===== src/rtl/core/ring_search_nearest_cell_unit_assert.svh =====
// Assertion macros for the ring search RTL.
// Each macro expects aclk and aresetn in the enclosing scope.
`ifndef RING_SEARCH_NEAREST_CELL_UNIT_ASSERT_SVH
`define RING_SEARCH_NEAREST_CELL_UNIT_ASSERT_SVH

// Same-cycle implication.
`define RSCN_ASSERT_NOW(name, ante, cons) \
    name: assert property (@(posedge aclk) disable iff (!aresetn) (ante) |-> (cons)) \
        else $error("rscn assertion failed");

// Next-cycle implication.
`define RSCN_ASSERT_NEXT(name, ante, cons) \
    name: assert property (@(posedge aclk) disable iff (!aresetn) (ante) |=> (cons)) \
        else $error("rscn assertion failed");

`endif


===== src/rtl/core/rscn_pkg.sv =====
package rscn_pkg;

    localparam int COORD_W     = 11;   // signed ring coordinate, covers -256..511
    localparam int K_W         = 9;    // ring radius, at most RING_MAX
    localparam int DIM_W       = 9;    // grid size, 0..256
    localparam int POS_W       = 8;    // row or column
    localparam int ROAD_W      = 8;
    localparam int PATCH_FLD_W = 16;
    localparam int MUL_W       = 9;
    localparam int PROD_W      = 2 * MUL_W;
    localparam int SQ_W        = 16;
    localparam int DIST_W      = SQ_W + 1;
    localparam int CFG_IDX_W   = 2;
    localparam int CFG_DATA_W  = 9;
    localparam int EXTRA_W     = 8;
    localparam int S_TDATA_W   = 72;
    localparam int M_TDATA_W   = 16;

    localparam logic [K_W-1:0] RING_MAX = K_W'(256);

    localparam logic [CFG_IDX_W-1:0] CFG_GRID_ROWS   = 2'd0;
    localparam logic [CFG_IDX_W-1:0] CFG_GRID_COLS   = 2'd1;
    localparam logic [CFG_IDX_W-1:0] CFG_EXTRA_RINGS = 2'd2;

    localparam logic [DIM_W-1:0]   GRID_DIM_RST    = 9'd256;
    localparam logic [EXTRA_W-1:0] EXTRA_RINGS_RST = 8'd20;

    // Road codes that never count as a road cell.
    localparam logic signed [ROAD_W-1:0] ROAD_SKIP_LO  = 8'sd1;
    localparam logic signed [ROAD_W-1:0] ROAD_SKIP_MID = 8'sd2;
    localparam logic signed [ROAD_W-1:0] ROAD_SKIP_HI  = 8'sd7;

    typedef logic signed [COORD_W-1:0] coord_t;

    // Packed so that write_row sits in the lowest bits of tdata.
    typedef struct packed {
        logic [PATCH_FLD_W-1:0]  query_patch;
        logic [POS_W-1:0]        query_col;
        logic [POS_W-1:0]        query_row;
        logic signed [ROAD_W-1:0] write_road;
        logic [PATCH_FLD_W-1:0]  write_patch;
        logic [POS_W-1:0]        write_col;
        logic [POS_W-1:0]        write_row;
    } item_t;

    typedef struct packed {
        logic             found;
        logic [POS_W-1:0] row;
        logic [POS_W-1:0] col;
    } result_t;

    function automatic logic road_ok(input logic signed [ROAD_W-1:0] code);
        return (code > 8'sd0) && (code != ROAD_SKIP_LO) && (code != ROAD_SKIP_MID)
            && (code != ROAD_SKIP_HI);
    endfunction

endpackage


===== src/rtl/core/rscn_mul.sv =====
module rscn_mul import rscn_pkg::*; (
    input  logic              aclk,
    input  logic [MUL_W-1:0]  op_a,
    input  logic [MUL_W-1:0]  op_b,
    output logic [PROD_W-1:0] prod
);

    logic [PROD_W-1:0] prod_reg;

    always_ff @(posedge aclk) begin
        prod_reg <= op_a * op_b;
    end

    assign prod = prod_reg;

endmodule


===== config.mk =====
export PLATFORM = sky130hd
export DESIGN_NAME = rscn_mul
export DESIGN_NICKNAME = d
export VERILOG_FILES = /design/src/rtl/core/ring_search_nearest_cell_unit_assert.svh /design/src/rtl/core/rscn_pkg.sv /design/src/rtl/core/rscn_mul.sv
export SDC_FILE = /design/constraint.sdc
export NUM_CORES = 1
export LEC_CHECK = 0
export ABC_AREA = 1
export BUFFER_PORTS_ARGS = -buffer_cell sky130_fd_sc_hd__buf_2
export CAP_MARGIN = 15
export CORE_ASPECT_RATIO = 1.1
export CORE_MARGIN = 3
export CORE_UTILIZATION = 60
export CTS_CLUSTER_DIAMETER = 60
export CTS_CLUSTER_SIZE = 25
export DETAILED_ROUTE_END_ITERATION = 10
export GPL_TIMING_DRIVEN = 0
export PLACE_DENSITY = 0.91
export SLEW_MARGIN = 20
export SYNTH_ARGS = -nofsm -noshare
export SYNTH_HDL_FRONTEND = slang
export SYNTH_SLANG_ARGS = --single-unit

===== constraint.sdc =====
create_clock -name aclk -period 5.1 [get_ports aclk]
set_input_delay 0.51 -clock aclk [delete_from_list [all_inputs] [get_ports aclk]]
set_output_delay 0.51 -clock aclk [all_outputs]
set_load 0.02 [all_outputs]

==> results.cfg <==
[cts]
ctsHtreeMaxLevel = 1
cts_sinks = 18
cts_hold_buf = 0
root_buffer = clkbuf_8
ctsResizeCount = 0
tritoncts = built
cts_buffer_depth = 2
path_clk_slew_ns = 0.07
post_cts_buffers = 0
cts-buffers-inserted = 3

[die]
pin_count = 37
die_w_um = 76.2
num_rows = 27
fp.dieH_um = 83.3
core-area_um2 = 5130
die_area_um2 = 6350
start_util_pct = 63.4

[layout]
area_growth_pct = 7.23
largest_reg_flops = 18
nNetsFinal = 585
final_cell_mix = inv_1 (144), nand2_1 (135), fa_1 (50)
layout_commonest_cell = inv_1
antennaDiodeCount = 0
layout-drive-gt1-share_pct = 6.92

[sta]
setup_tns_ns = 0
worst_slack_ns = 0.961
min_period_ns = 4.14
final-hold-violation-count = 0
period_share_pct = 81.2
rsz0062_at_grt = false
fmax_ghz = 0.242
relSlewSlack_pct = 69.4
setup_violations = 0
slew_viol_final = 0
worstMarginPinSlew_ns = 0.460

[min_path]
hp-start = op_a[0]
hold_depth = 3
min_path_type = input pin to flop
min_to = prod[0]

[worst_setup_path]
critical_path_class = input pin to flop
end_kind = flop
worstSetupStartpointType = input pin
crit_slowest_cell = fa_1
crit_fanout = 9
cp.arrival_ns = 4.29
crit_required_ns = 5.25
max_stage_delay_ns = 0.56
cp_cell_sequence = clkbuf_1, nand2_1, fa_1, fa_1, inv_1, fa_1, inv_1, fa_1, inv_1, ha_1, nand2_1, inv_1, nand3_1, nand2_1, nand2_1, nand2_1, nand2_1, nand2_1
crit_top_cell = nand2_1

[grt]
grt_pass1_wl_um = 12100
grt_start_max_net_pins = 11
grt_pass1_vias = 2945
antenna_found_initial = 0
overflow = 0
track_usage_pct = 23.0

[job]
max_cap_viol_count = 0

[logic_synthesis]
syn_area_um2 = 3260
ys_seq_elements = 18
yosysWarningCount = 0
syn_inst = 455
syn-num-nets = 562
seq_area_frac_synth_pct = 11.1
avgSynthCellArea_um2 = 7.16
yosysUniqueCellTypes = 22

[power]
ir_drop_uv = 275
p_per_area_nw_per_um2 = 425
p_leak_uw = 0.00230

[detailed_routing]
dr_total_vias = 2733
drt-total-wl_um = 6440
drt_iter0_markers = 123
drt-vias-per-instance = 4.98
drc = 0
wl_per_cell_um = 11.7
postRouteAntennaNets = 0
first_pass_iters = 5

[placement]
io_buffer_count = 18
gp_congestion = 0.868
dp_slack_ns = 0.718
hpwl_um = 5490

[run_status]
status = finished, final reports clean
==> synth_stat cells <==
cell type | number | area share, %
nand3b_1 | 1 | 0.23
dfxtp_1 | 18 | 11
inv_2 | 2 | 0.23
clkbuf_1 | 18 | 2.1
a21oi_1 | 5 | 0.77
nor3_2 | 1 | 0.31
ha_1 | 38 | 15
nand2_1 | 135 | 16
fa_1 | 50 | 31
xnor2_1 | 5 | 1.3
nor2_4 | 1 | 0.35
nand2_2 | 3 | 0.58
nand3_1 | 7 | 1.1
xor2_1 | 3 | 0.81
or2_0 | 1 | 0.19
nand4_1 | 3 | 0.58
o21ai_2 | 1 | 0.27
nor2_1 | 15 | 1.7
inv_1 | 144 | 17
nor2_2 | 2 | 0.38
o21bai_1 | 1 | 0.23
a21oi_2 | 1 | 0.27
==> worst max path at each step <==
stage | from | endpoint | cells after the start
global route | op_b[8] | prod[17] | 18
global placement | op_b[8] | prod[17] | 18
detailed placement | op_b[8] | prod[17] | 18
floorplan | op_a[0] | prod[17] | 18
CTS | op_b[8] | prod[17] | 18
finish | op_b[8] | prod[17] | 18
==> cells by family after synthesis <==
family | synth area share (%)
flops | 11.1
simple gates | 21.0
xor+xnor | 2.15
buf+inv | 18.9
compound gates | 1.54
fa+ha+maj | 45.3
==> where the power goes <==
part	switching (µW)	total, µW	internal [µW]
Combinational	718	1140	425
Clock	48.3	117	68.6
Sequential	10.7	223	212
==> critical path: cells and delay by family <==
family / cells / cell delay, ns
adders and majority gates: 5 / 2.48
buffers and inverters: 5 / 0.54
and+or+nand+nor: 8 / 0.74
==> per-stage QoR <==
step	std cells	total power, µW	util (%)	hold WS, ns	area [µm²]
finish	549	1480	68.0	0.627	3490
global route	549	1690	68.0	0.683	3490
CTS	549	1500	68.0	0.620	3490
detailed placement	545	1360	66.9	0.892	3440
global placement	545	1320	66.9	0.889	3440
floorplan	455	1110	-	0.820	3260
==> metal layers <==
layer  share of wire (%)  track usage, %  vias to the layer above
li1                    -               -                     1308
met1                  36            25.3                     1318
met2                  56            43.8                       86
met3                 5.9            3.80                       21
met4                 2.6            8.07                        0
met5                   0               0                        -
==> layout make-up <==
class                           count  area (µm²)
Clock buffer                        4        55.1
Sequential cell                    18         360
Inverter                          146         548
Tap cell                           72        90.1
Buffer                             18        67.6
Multi-Input combinational cell    273        2280
Timing Repair Buffer               18        90.1
Fill cell                         475        1640
Note: power is estimated with default switching activity, not from simulation.
