## src/rtl/core/ring_search_nearest_cell_unit_assert.svh

```systemverilog
// Assertion macros for the ring search RTL.
// Each macro expects aclk and aresetn in the enclosing scope.
`ifndef RING_SEARCH_NEAREST_CELL_UNIT_ASSERT_SVH
`define RING_SEARCH_NEAREST_CELL_UNIT_ASSERT_SVH

// Same-cycle implication.
`define RSCN_ASSERT_NOW(name, ante, cons) \
    name: assert property (@(posedge aclk) disable iff (!aresetn) (ante) |-> (cons)) \
        else $error("rscn assertion failed");

// Next-cycle implication.
`define RSCN_ASSERT_NEXT(name, ante, cons) \
    name: assert property (@(posedge aclk) disable iff (!aresetn) (ante) |=> (cons)) \
        else $error("rscn assertion failed");

`endif

```

## src/rtl/core/rscn_pkg.sv

```systemverilog
package rscn_pkg;

    localparam int COORD_W     = 11;   // signed ring coordinate, covers -256..511
    localparam int K_W         = 9;    // ring radius, at most RING_MAX
    localparam int DIM_W       = 9;    // grid size, 0..256
    localparam int POS_W       = 8;    // row or column
    localparam int ROAD_W      = 8;
    localparam int PATCH_FLD_W = 16;
    localparam int MUL_W       = 9;
    localparam int PROD_W      = 2 * MUL_W;
    localparam int SQ_W        = 16;
    localparam int DIST_W      = SQ_W + 1;
    localparam int CFG_IDX_W   = 2;
    localparam int CFG_DATA_W  = 9;
    localparam int EXTRA_W     = 8;
    localparam int S_TDATA_W   = 72;
    localparam int M_TDATA_W   = 16;

    localparam logic [K_W-1:0] RING_MAX = K_W'(256);

    localparam logic [CFG_IDX_W-1:0] CFG_GRID_ROWS   = 2'd0;
    localparam logic [CFG_IDX_W-1:0] CFG_GRID_COLS   = 2'd1;
    localparam logic [CFG_IDX_W-1:0] CFG_EXTRA_RINGS = 2'd2;

    localparam logic [DIM_W-1:0]   GRID_DIM_RST    = 9'd256;
    localparam logic [EXTRA_W-1:0] EXTRA_RINGS_RST = 8'd20;

    // Road codes that never count as a road cell.
    localparam logic signed [ROAD_W-1:0] ROAD_SKIP_LO  = 8'sd1;
    localparam logic signed [ROAD_W-1:0] ROAD_SKIP_MID = 8'sd2;
    localparam logic signed [ROAD_W-1:0] ROAD_SKIP_HI  = 8'sd7;

    typedef logic signed [COORD_W-1:0] coord_t;

    // Packed so that write_row sits in the lowest bits of tdata.
    typedef struct packed {
        logic [PATCH_FLD_W-1:0]  query_patch;
        logic [POS_W-1:0]        query_col;
        logic [POS_W-1:0]        query_row;
        logic signed [ROAD_W-1:0] write_road;
        logic [PATCH_FLD_W-1:0]  write_patch;
        logic [POS_W-1:0]        write_col;
        logic [POS_W-1:0]        write_row;
    } item_t;

    typedef struct packed {
        logic             found;
        logic [POS_W-1:0] row;
        logic [POS_W-1:0] col;
    } result_t;

    function automatic logic road_ok(input logic signed [ROAD_W-1:0] code);
        return (code > 8'sd0) && (code != ROAD_SKIP_LO) && (code != ROAD_SKIP_MID)
            && (code != ROAD_SKIP_HI);
    endfunction

endpackage

```

## src/rtl/core/rscn_ctrl.sv

```systemverilog
`include "ring_search_nearest_cell_unit_assert.svh"

module rscn_ctrl import rscn_pkg::*; #(
    parameter int ADDR_W  = 16,
    parameter int PATCH_W = 16
) (
    input  logic                      aclk,
    input  logic                      aresetn,
    input  logic                      in_valid,
    output logic                      in_ready,
    input  logic                      in_kind,
    input  item_t                     in_item,
    input  logic [DIM_W-1:0]          rows,
    input  logic [DIM_W-1:0]          cols,
    input  logic [EXTRA_W-1:0]        extra,
    input  logic                      out_free,
    output logic                      res_valid,
    output result_t                   result,
    output logic                      mem_we,
    output logic                      mem_re,
    output logic [ADDR_W-1:0]         mem_addr,
    output logic [PATCH_W+ROAD_W-1:0] mem_wdata,
    input  logic [PATCH_W+ROAD_W-1:0] mem_rdata,
    output logic [MUL_W-1:0]          mul_a,
    output logic [MUL_W-1:0]          mul_b,
    input  logic [PROD_W-1:0]         mul_prod
);

    localparam logic [3:0] ST_IDLE  = 4'd0;
    localparam logic [3:0] ST_WADDR = 4'd1;
    localparam logic [3:0] ST_WR    = 4'd2;
    localparam logic [3:0] ST_SEG   = 4'd3;
    localparam logic [3:0] ST_ADDR  = 4'd4;
    localparam logic [3:0] ST_RD    = 4'd5;
    localparam logic [3:0] ST_CHK   = 4'd6;
    localparam logic [3:0] ST_SQC   = 4'd7;
    localparam logic [3:0] ST_CMP   = 4'd8;
    localparam logic [3:0] ST_RING  = 4'd9;
    localparam logic [3:0] ST_DONE  = 4'd10;

    logic [3:0]               state_reg, state_next;
    logic [K_W-1:0]           k_reg, k_next;
    logic [1:0]               seg_reg, seg_next;
    coord_t                   var_reg, var_next;
    coord_t                   end_reg, end_next;
    coord_t                   fix_reg, fix_next;
    logic [POS_W-1:0]         r0_reg, r0_next;
    logic [POS_W-1:0]         c0_reg, c0_next;
    logic [PATCH_W-1:0]       patch_reg, patch_next;
    logic [POS_W-1:0]         w_row_reg, w_row_next;
    logic [POS_W-1:0]         w_col_reg, w_col_next;
    logic [PATCH_W-1:0]       w_patch_reg, w_patch_next;
    logic signed [ROAD_W-1:0] w_road_reg, w_road_next;
    logic                     hit_reg, hit_next;
    logic                     had_hit_reg, had_hit_next;
    logic                     any_reg, any_next;
    logic [K_W-1:0]           first_reg, first_next;
    logic [DIST_W-1:0]        best_d_reg, best_d_next;
    logic [POS_W-1:0]         best_r_reg, best_r_next;
    logic [POS_W-1:0]         best_c_reg, best_c_next;
    logic [SQ_W-1:0]          sq_r_reg, sq_r_next;

    coord_t                   r0_s, c0_s, k_s, rows_s, cols_s;
    coord_t                   ctr_fix, ctr_var, fix_c, lo, hi, fix_lim, var_lim;
    coord_t                   start_c, stop_c, i_cur, j_cur;
    logic                     fix_ok;
    logic [POS_W-1:0]         i8, j8, col_sel, dr_abs, dc_abs;
    logic [PATCH_W-1:0]       rd_patch;
    logic signed [ROAD_W-1:0] rd_road;
    logic [DIST_W-1:0]        sq_dist;
    logic [K_W-1:0]           first_new;
    logic [K_W:0]             k_inc, ring_lim;
    logic                     advance, seg_skip;

    // Ring segment geometry: 0 top row, 1 bottom row, 2 left column, 3 right column
    assign r0_s    = coord_t'({3'b000, r0_reg});
    assign c0_s    = coord_t'({3'b000, c0_reg});
    assign k_s     = coord_t'({2'b00, k_reg});
    assign rows_s  = coord_t'({2'b00, rows});
    assign cols_s  = coord_t'({2'b00, cols});
    assign ctr_fix = seg_reg[1] ? c0_s : r0_s;
    assign ctr_var = seg_reg[1] ? r0_s : c0_s;
    assign fix_c   = seg_reg[0] ? ctr_fix + k_s : ctr_fix - k_s;
    assign lo      = ctr_var - k_s;
    assign hi      = ctr_var + k_s;
    assign fix_lim = seg_reg[1] ? cols_s : rows_s;
    assign var_lim = seg_reg[1] ? rows_s : cols_s;
    assign fix_ok  = (fix_c >= 0) && (fix_c < fix_lim);
    assign start_c = (lo < 0) ? '0 : lo;
    assign stop_c  = (hi > var_lim - coord_t'(1)) ? var_lim - coord_t'(1) : hi;

    assign i_cur   = seg_reg[1] ? var_reg : fix_reg;
    assign j_cur   = seg_reg[1] ? fix_reg : var_reg;
    assign i8      = i_cur[POS_W-1:0];
    assign j8      = j_cur[POS_W-1:0];
    assign dr_abs  = (r0_reg >= i8) ? r0_reg - i8 : i8 - r0_reg;
    assign dc_abs  = (c0_reg >= j8) ? c0_reg - j8 : j8 - c0_reg;

    assign rd_patch = mem_rdata[PATCH_W-1:0];
    assign rd_road  = mem_rdata[PATCH_W+ROAD_W-1:PATCH_W];
    assign sq_dist  = {1'b0, sq_r_reg} + {1'b0, mul_prod[SQ_W-1:0]};

    assign first_new = (!had_hit_reg && hit_reg) ? k_reg : first_reg;
    assign k_inc     = {1'b0, k_reg} + 1'b1;
    assign ring_lim  = {1'b0, first_new} + {2'b00, extra};

    assign mem_addr  = ADDR_W'(mul_prod + {{(PROD_W-POS_W){1'b0}}, col_sel});
    assign mem_wdata = {w_road_reg, w_patch_reg};

    assign in_ready      = (state_reg == ST_IDLE);
    assign result.found  = hit_reg;
    assign result.row    = hit_reg ? best_r_reg : '0;
    assign result.col    = hit_reg ? best_c_reg : '0;

    always_comb begin
        state_next   = state_reg;
        k_next       = k_reg;
        seg_next     = seg_reg;
        var_next     = var_reg;
        end_next     = end_reg;
        fix_next     = fix_reg;
        r0_next      = r0_reg;
        c0_next      = c0_reg;
        patch_next   = patch_reg;
        w_row_next   = w_row_reg;
        w_col_next   = w_col_reg;
        w_patch_next = w_patch_reg;
        w_road_next  = w_road_reg;
        hit_next     = hit_reg;
        had_hit_next = had_hit_reg;
        any_next     = any_reg;
        first_next   = first_reg;
        best_d_next  = best_d_reg;
        best_r_next  = best_r_reg;
        best_c_next  = best_c_reg;
        sq_r_next    = sq_r_reg;
        advance      = 1'b0;
        seg_skip     = 1'b0;
        mem_we       = 1'b0;
        mem_re       = 1'b0;
        mul_a        = '0;
        mul_b        = '0;
        res_valid    = 1'b0;
        col_sel      = j8;

        unique case (state_reg)
            ST_IDLE: begin
                if (in_valid) begin
                    if (in_kind) begin
                        r0_next      = in_item.query_row;
                        c0_next      = in_item.query_col;
                        patch_next   = in_item.query_patch[PATCH_W-1:0];
                        k_next       = K_W'(1);
                        seg_next     = 2'd0;
                        hit_next     = 1'b0;
                        had_hit_next = 1'b0;
                        any_next     = 1'b0;
                        first_next   = '0;
                        state_next   = ST_SEG;
                    end else begin
                        w_row_next   = in_item.write_row;
                        w_col_next   = in_item.write_col;
                        w_patch_next = in_item.write_patch[PATCH_W-1:0];
                        w_road_next  = in_item.write_road;
                        state_next   = ST_WADDR;
                    end
                end
            end
            ST_WADDR: begin
                // drop writes outside the grid in use
                if (({1'b0, w_row_reg} < rows) && ({1'b0, w_col_reg} < cols)) begin
                    mul_a      = {1'b0, w_row_reg};
                    mul_b      = cols;
                    state_next = ST_WR;
                end else begin
                    state_next = ST_IDLE;
                end
            end
            ST_WR: begin
                mem_we     = 1'b1;
                col_sel    = w_col_reg;
                state_next = ST_IDLE;
            end
            ST_SEG: begin
                if (fix_ok && (start_c <= stop_c)) begin
                    var_next   = start_c;
                    end_next   = stop_c;
                    fix_next   = fix_c;
                    state_next = ST_ADDR;
                end else begin
                    seg_skip = 1'b1;
                end
            end
            ST_ADDR: begin
                mul_a      = {1'b0, i8};
                mul_b      = cols;
                state_next = ST_RD;
            end
            ST_RD: begin
                mem_re     = 1'b1;
                state_next = ST_CHK;
            end
            ST_CHK: begin
                if (rd_patch == patch_reg) begin
                    any_next = 1'b1;
                    if (road_ok(rd_road)) begin
                        mul_a      = {1'b0, dr_abs};
                        mul_b      = {1'b0, dr_abs};
                        state_next = ST_SQC;
                    end else begin
                        advance = 1'b1;
                    end
                end else begin
                    advance = 1'b1;
                end
            end
            ST_SQC: begin
                sq_r_next  = mul_prod[SQ_W-1:0];
                mul_a      = {1'b0, dc_abs};
                mul_b      = {1'b0, dc_abs};
                state_next = ST_CMP;
            end
            ST_CMP: begin
                // strict compare keeps the first cell on a tie
                if (!hit_reg || (sq_dist < best_d_reg)) begin
                    hit_next    = 1'b1;
                    best_d_next = sq_dist;
                    best_r_next = i8;
                    best_c_next = j8;
                end
                advance = 1'b1;
            end
            ST_RING: begin
                first_next = first_new;
                if (!any_reg) begin
                    state_next = ST_DONE;
                end else if (hit_reg && (k_inc > ring_lim)) begin
                    state_next = ST_DONE;
                end else begin
                    k_next       = k_inc[K_W-1:0];
                    seg_next     = 2'd0;
                    had_hit_next = hit_reg;
                    any_next     = 1'b0;
                    state_next   = ST_SEG;
                end
            end
            ST_DONE: begin
                if (out_free) begin
                    res_valid  = 1'b1;
                    state_next = ST_IDLE;
                end
            end
            default: begin
                state_next = ST_IDLE;
            end
        endcase

        if (advance) begin
            if (var_reg == end_reg) begin
                seg_skip = 1'b1;
            end else begin
                var_next   = var_reg + coord_t'(1);
                state_next = ST_ADDR;
            end
        end

        if (seg_skip) begin
            if (seg_reg == 2'd3) begin
                state_next = ST_RING;
            end else begin
                seg_next   = seg_reg + 2'd1;
                state_next = ST_SEG;
            end
        end
    end

    always_ff @(posedge aclk) begin
        if (!aresetn) begin
            state_reg <= ST_IDLE;
        end else begin
            state_reg <= state_next;
        end
    end

    always_ff @(posedge aclk) begin
        k_reg       <= k_next;
        seg_reg     <= seg_next;
        var_reg     <= var_next;
        end_reg     <= end_next;
        fix_reg     <= fix_next;
        r0_reg      <= r0_next;
        c0_reg      <= c0_next;
        patch_reg   <= patch_next;
        w_row_reg   <= w_row_next;
        w_col_reg   <= w_col_next;
        w_patch_reg <= w_patch_next;
        w_road_reg  <= w_road_next;
        hit_reg     <= hit_next;
        had_hit_reg <= had_hit_next;
        any_reg     <= any_next;
        first_reg   <= first_next;
        best_d_reg  <= best_d_next;
        best_r_reg  <= best_r_next;
        best_c_reg  <= best_c_next;
        sq_r_reg    <= sq_r_next;
    end

    `RSCN_ASSERT_NEXT(a_query_start, in_valid && in_ready && in_kind, (state_reg == ST_SEG) && (k_reg == K_W'(1)))
    `RSCN_ASSERT_NEXT(a_best_shrinks, (state_reg == ST_CMP) && hit_reg, best_d_reg <= $past(best_d_reg))
    `RSCN_ASSERT_NOW(a_found_in_grid, res_valid && result.found, ({1'b0, result.row} < rows) && ({1'b0, result.col} < cols))
    `RSCN_ASSERT_NOW(a_ring_bound, (state_reg == ST_SEG) || (state_reg == ST_RING), (k_reg != '0) && (k_reg <= RING_MAX))

endmodule

```

## config.mk

```make
export PLATFORM = sky130hd
export DESIGN_NAME = rscn_ctrl
export DESIGN_NICKNAME = d
export VERILOG_FILES = /design/src/rtl/core/rscn_pkg.sv /design/src/rtl/core/rscn_ctrl.sv
export VERILOG_INCLUDE_DIRS = /design/src /design/src/rtl/core
export SDC_FILE = /design/constraint.sdc
export NUM_CORES = 1
export LEC_CHECK = 0
export BUFFER_PORTS_ARGS = -buffer_cell sky130_fd_sc_hd__buf_2
export CAP_MARGIN = 20
export CORE_MARGIN = 4
export CORE_UTILIZATION = 35
export CTS_BUF_LIST = sky130_fd_sc_hd__clkbuf_4 sky130_fd_sc_hd__clkbuf_8
export DETAILED_ROUTE_END_ITERATION = 10
export PLACE_DENSITY_LB_ADDON = 0.1
export SLEW_MARGIN = 20
export SYNTH_ARGS = -nofsm -noshare
export SYNTH_HDL_FRONTEND = slang
export SYNTH_SLANG_ARGS = --single-unit
```

## constraint.sdc

```tcl
create_clock -name aclk -period 9 [get_ports aclk]
set_input_delay 0.45 -clock aclk [delete_from_list [all_inputs] [get_ports aclk]]
set_output_delay 0.45 -clock aclk [all_outputs]
set_load 0.03 [all_outputs]
```

==> flow_summary_export.csv <==
group,metric,value,unit
outcome,status,"completed",
logic_synthesis,synth.area.top_cells,"edfxtp_1 36%, ha_1 15%, xnor2_1 5.7%",
sta,setup_viol,0,
pwr,cellPowerDensity,217.2,mW/mm²
sta,slew_violations,0,
clock_network,clk_pin_slew,0.11,ns
pwr,power,3.402,mW
drt,wl_per_cell,19.74,µm
sta,worst_slack,1.419,ns
drt,drt_wl_total,41690,µm
clock_network,cts.sinks,178,
sta,final-hold-violation-count,0,
sta,finalCriticalPeriod,7.581,ns
clock_network,post_cts_buffers,0,
clock_network,ctsResizeCount,0,
worst_hold_path,hold_class,"input pin to register",
flow_run,cap_viol_max_count,0,
layout,largest_reg_flops,17,
placement,dpl-instance-area,0.01528,mm²
worst_setup_path,endpoint_kind,"register",
layout,syn2layout_area_growth,15.19,%
drt,vias_per_cell,5.102,
clock_network,cts_buffers,17,
pwr,leakage,6.828,nW
drt,vias,10780,
placement,place.gp.congestion,0.8914,
global_route,grt_max_degree,47,
clock_network,clock_latency,0.53,ns
drt,drtIter0Drc,636,
global_route,antenna_found_initial,4,
clock_network,h-tree-depth,4,
floorplanning,die_width,205.1,µm
placement,place_hpwl,34360,µm
sta,rsz0062_at_grt,"no",
floorplanning,die_y,205.1,µm
logic_synthesis,avgSynthCellArea,9.889,µm²
logic_synthesis,yosys_warnings,0,
logic_synthesis,synth_top_area_share,35.56,%
layout,final_nets,1908,
clock_network,tritoncts,"done",
worst_setup_path,worst_ep_arrival_time,8.04,ns
sta,timing.fmax,0.1319,GHz
sta,period_share,84.23,%
sta,max-slew-margin-rel,28.68,%
logic_synthesis,syn-cell-area,0.01360,mm²
logic_synthesis,ys_seq_area_share,38.06,%
drt,ant_nets,0,
logic_synthesis,synth.net_count,1698,
floorplanning,start_util,35.76,%
logic_synthesis,synth_most_common_cell,"ha_1",
pwr,ir_worst_vdd,119.2,µV
global_route,grt_use_total,19.69,%
layout,final_area,0.01566,mm²
global_route,grt_pass1_vias,10620,
sta,tns,0,ns
worst_setup_path,critPathTopFamily,"compound AO/OA/AOI/OAI gates",
worst_setup_path,cp_num_buf_inv,3,
sta,hold_slack,0.09893,ns
logic_synthesis,synth_top_cells_by_count,"167 x ha_1, 161 x edfxtp_1, 140 x inv_1",
clock_network,clockRootBuffer,"clkbuf_8",
floorplanning,dieArea,0.04207,mm²
sta,fin_skew,0.01950,ns
floorplanning,ioPinCount,224,
clock_network,cts_buffer_depth,2,
worst_setup_path,critical_path.max_fanout,46,
worst_setup_path,cp.required,9.46,ns
placement,port_buffers,220,
logic_synthesis,ys_async_sr_fraction,0,%
global_route,grt-ovfl-total,0,
sta,tightest_slew,1.067,ns
worst_setup_path,path_class,"register to register",
drt,drcViolationCount,0,
logic_synthesis,ys_ff_latch,178,
drt,dr.pass1.iters,5,
floorplanning,core_area,0.03802,mm²
logic_synthesis,yosys.area.top_type,"edfxtp_1",
placement,dp_worst_setup_slack,1.406,ns
layout,nFillCells,3920,
layout,drive_above_1_share,18.91,%
worst_setup_path,cpPeakStageDelay,0.64,ns
worst_setup_path,slowest_stage,"dfxtp_2",
logic_synthesis,synth_edf_count,161,
global_route,grt_pass1_wl,62490,µm
floorplanning,rows,71,
worst_setup_path,startpoint_type,"register",
logic_synthesis,synthDistinctLibCells,75,
logic_synthesis,syn_inst,1375,
logic_synthesis,synth_flop_cell,"edfxtp_1",
clock_network,postCtsHoldBufs,0,
[metrics by stage]
stage	util, %	instances
after global placement	40.20	2077
after detailed placement	40.20	2077
after global routing	41.18	2110
after CTS	41.16	2108
after floorplan	-	1375
final	41.19	2112
[layout by cell type (no fill, tap or decap), drive strengths merged, types with 9 or more instances in the layout]
master  netlist  routed
nor2b        19      19
and2         36      36
nor2         73      73
buf           6     231
fa           11      11
a21o         32      32
nand3        33      33
a22oi         9       9
and3         14      14
xor2         22      22
mux2         19      19
o21ai        71      71
a21oi        91      91
nor3         23      23
o21bai       29      29
clkbuf       34      17
ha          167     167
a211oi       10      10
xnor2        88      88
nand2        85      85
edfxtp      161     161
mux2i        41      41
nand4        17      17
o21a         10      10
nand2b       18      18
dfxtp        17      17
inv         141     145
[worst reg2reg max path: cells and delay by family, from the launching register on]
kind / cells / cell delay (ns)
buffers and inverters: 3 / 1.20
and+or+nand+nor: 5 / 0.89
adders and majority gates: 3 / 0.88
muxes: 3 / 1.30
AOI/OAI and AO/OA: 13 / 2.58
DFF: 1 / 0.64
[cell families after synthesis]
group	count (synthesis)	synth area share, %
AO/OA/AOI/OAI	314	14.97
XOR/XNOR	110	7.086
adder cells (fa/ha/maj)	178	16.99
buffers and inverters	181	5.061
flip-flops	178	38.06
multiplexers	60	4.684
other	1	0.02758
AND/OR/NAND/NOR	353	13.12
[worst paths after layout]
kind | to | slack (ns) | from | depth (start not counted)
setup / recovery | var_reg[7] | 1.42 | seg_reg[1] | 27
hold / removal | w_patch_reg[0] | 0.1 | in_item[16] | 1
setup reg to reg | var_reg[7] | 1.42 | seg_reg[1] | 27
hold reg to reg | var_reg[9] | 0.53 | var_reg[9] | 1
[layer usage]
metal	part of all wire [%]	wire, µm	global-route usage, %
met1	47	19670	27.12
met2	46	19140	31.31
met3	4.6	1933	3.958
met4	2.2	935	6.053
met5	0.055	23	0
[final cells by class]
cell class	instances	area (µm²)	area share [%]
Sequential cell	178	5176	33.05
Multi-Input combinational cell	1016	7759	49.54
Antenna cell	4	10.01	0.06391
Clock inverter	14	131.4	0.8388
Inverter	141	529.3	3.379
Clock buffer	17	234.0	1.494
Tap cell	511	639.4	4.082
Timing Repair Buffer	231	1184	7.557
[power breakdown]
group	switching, mW	internal, mW	total (mW)	leakage [nW]
clock network	0.333	0.220	0.553	0.175
logic	1.08	0.680	1.76	5.03
registers	0.0941	0.999	1.09	1.62
(Power assumes the default switching activity.)
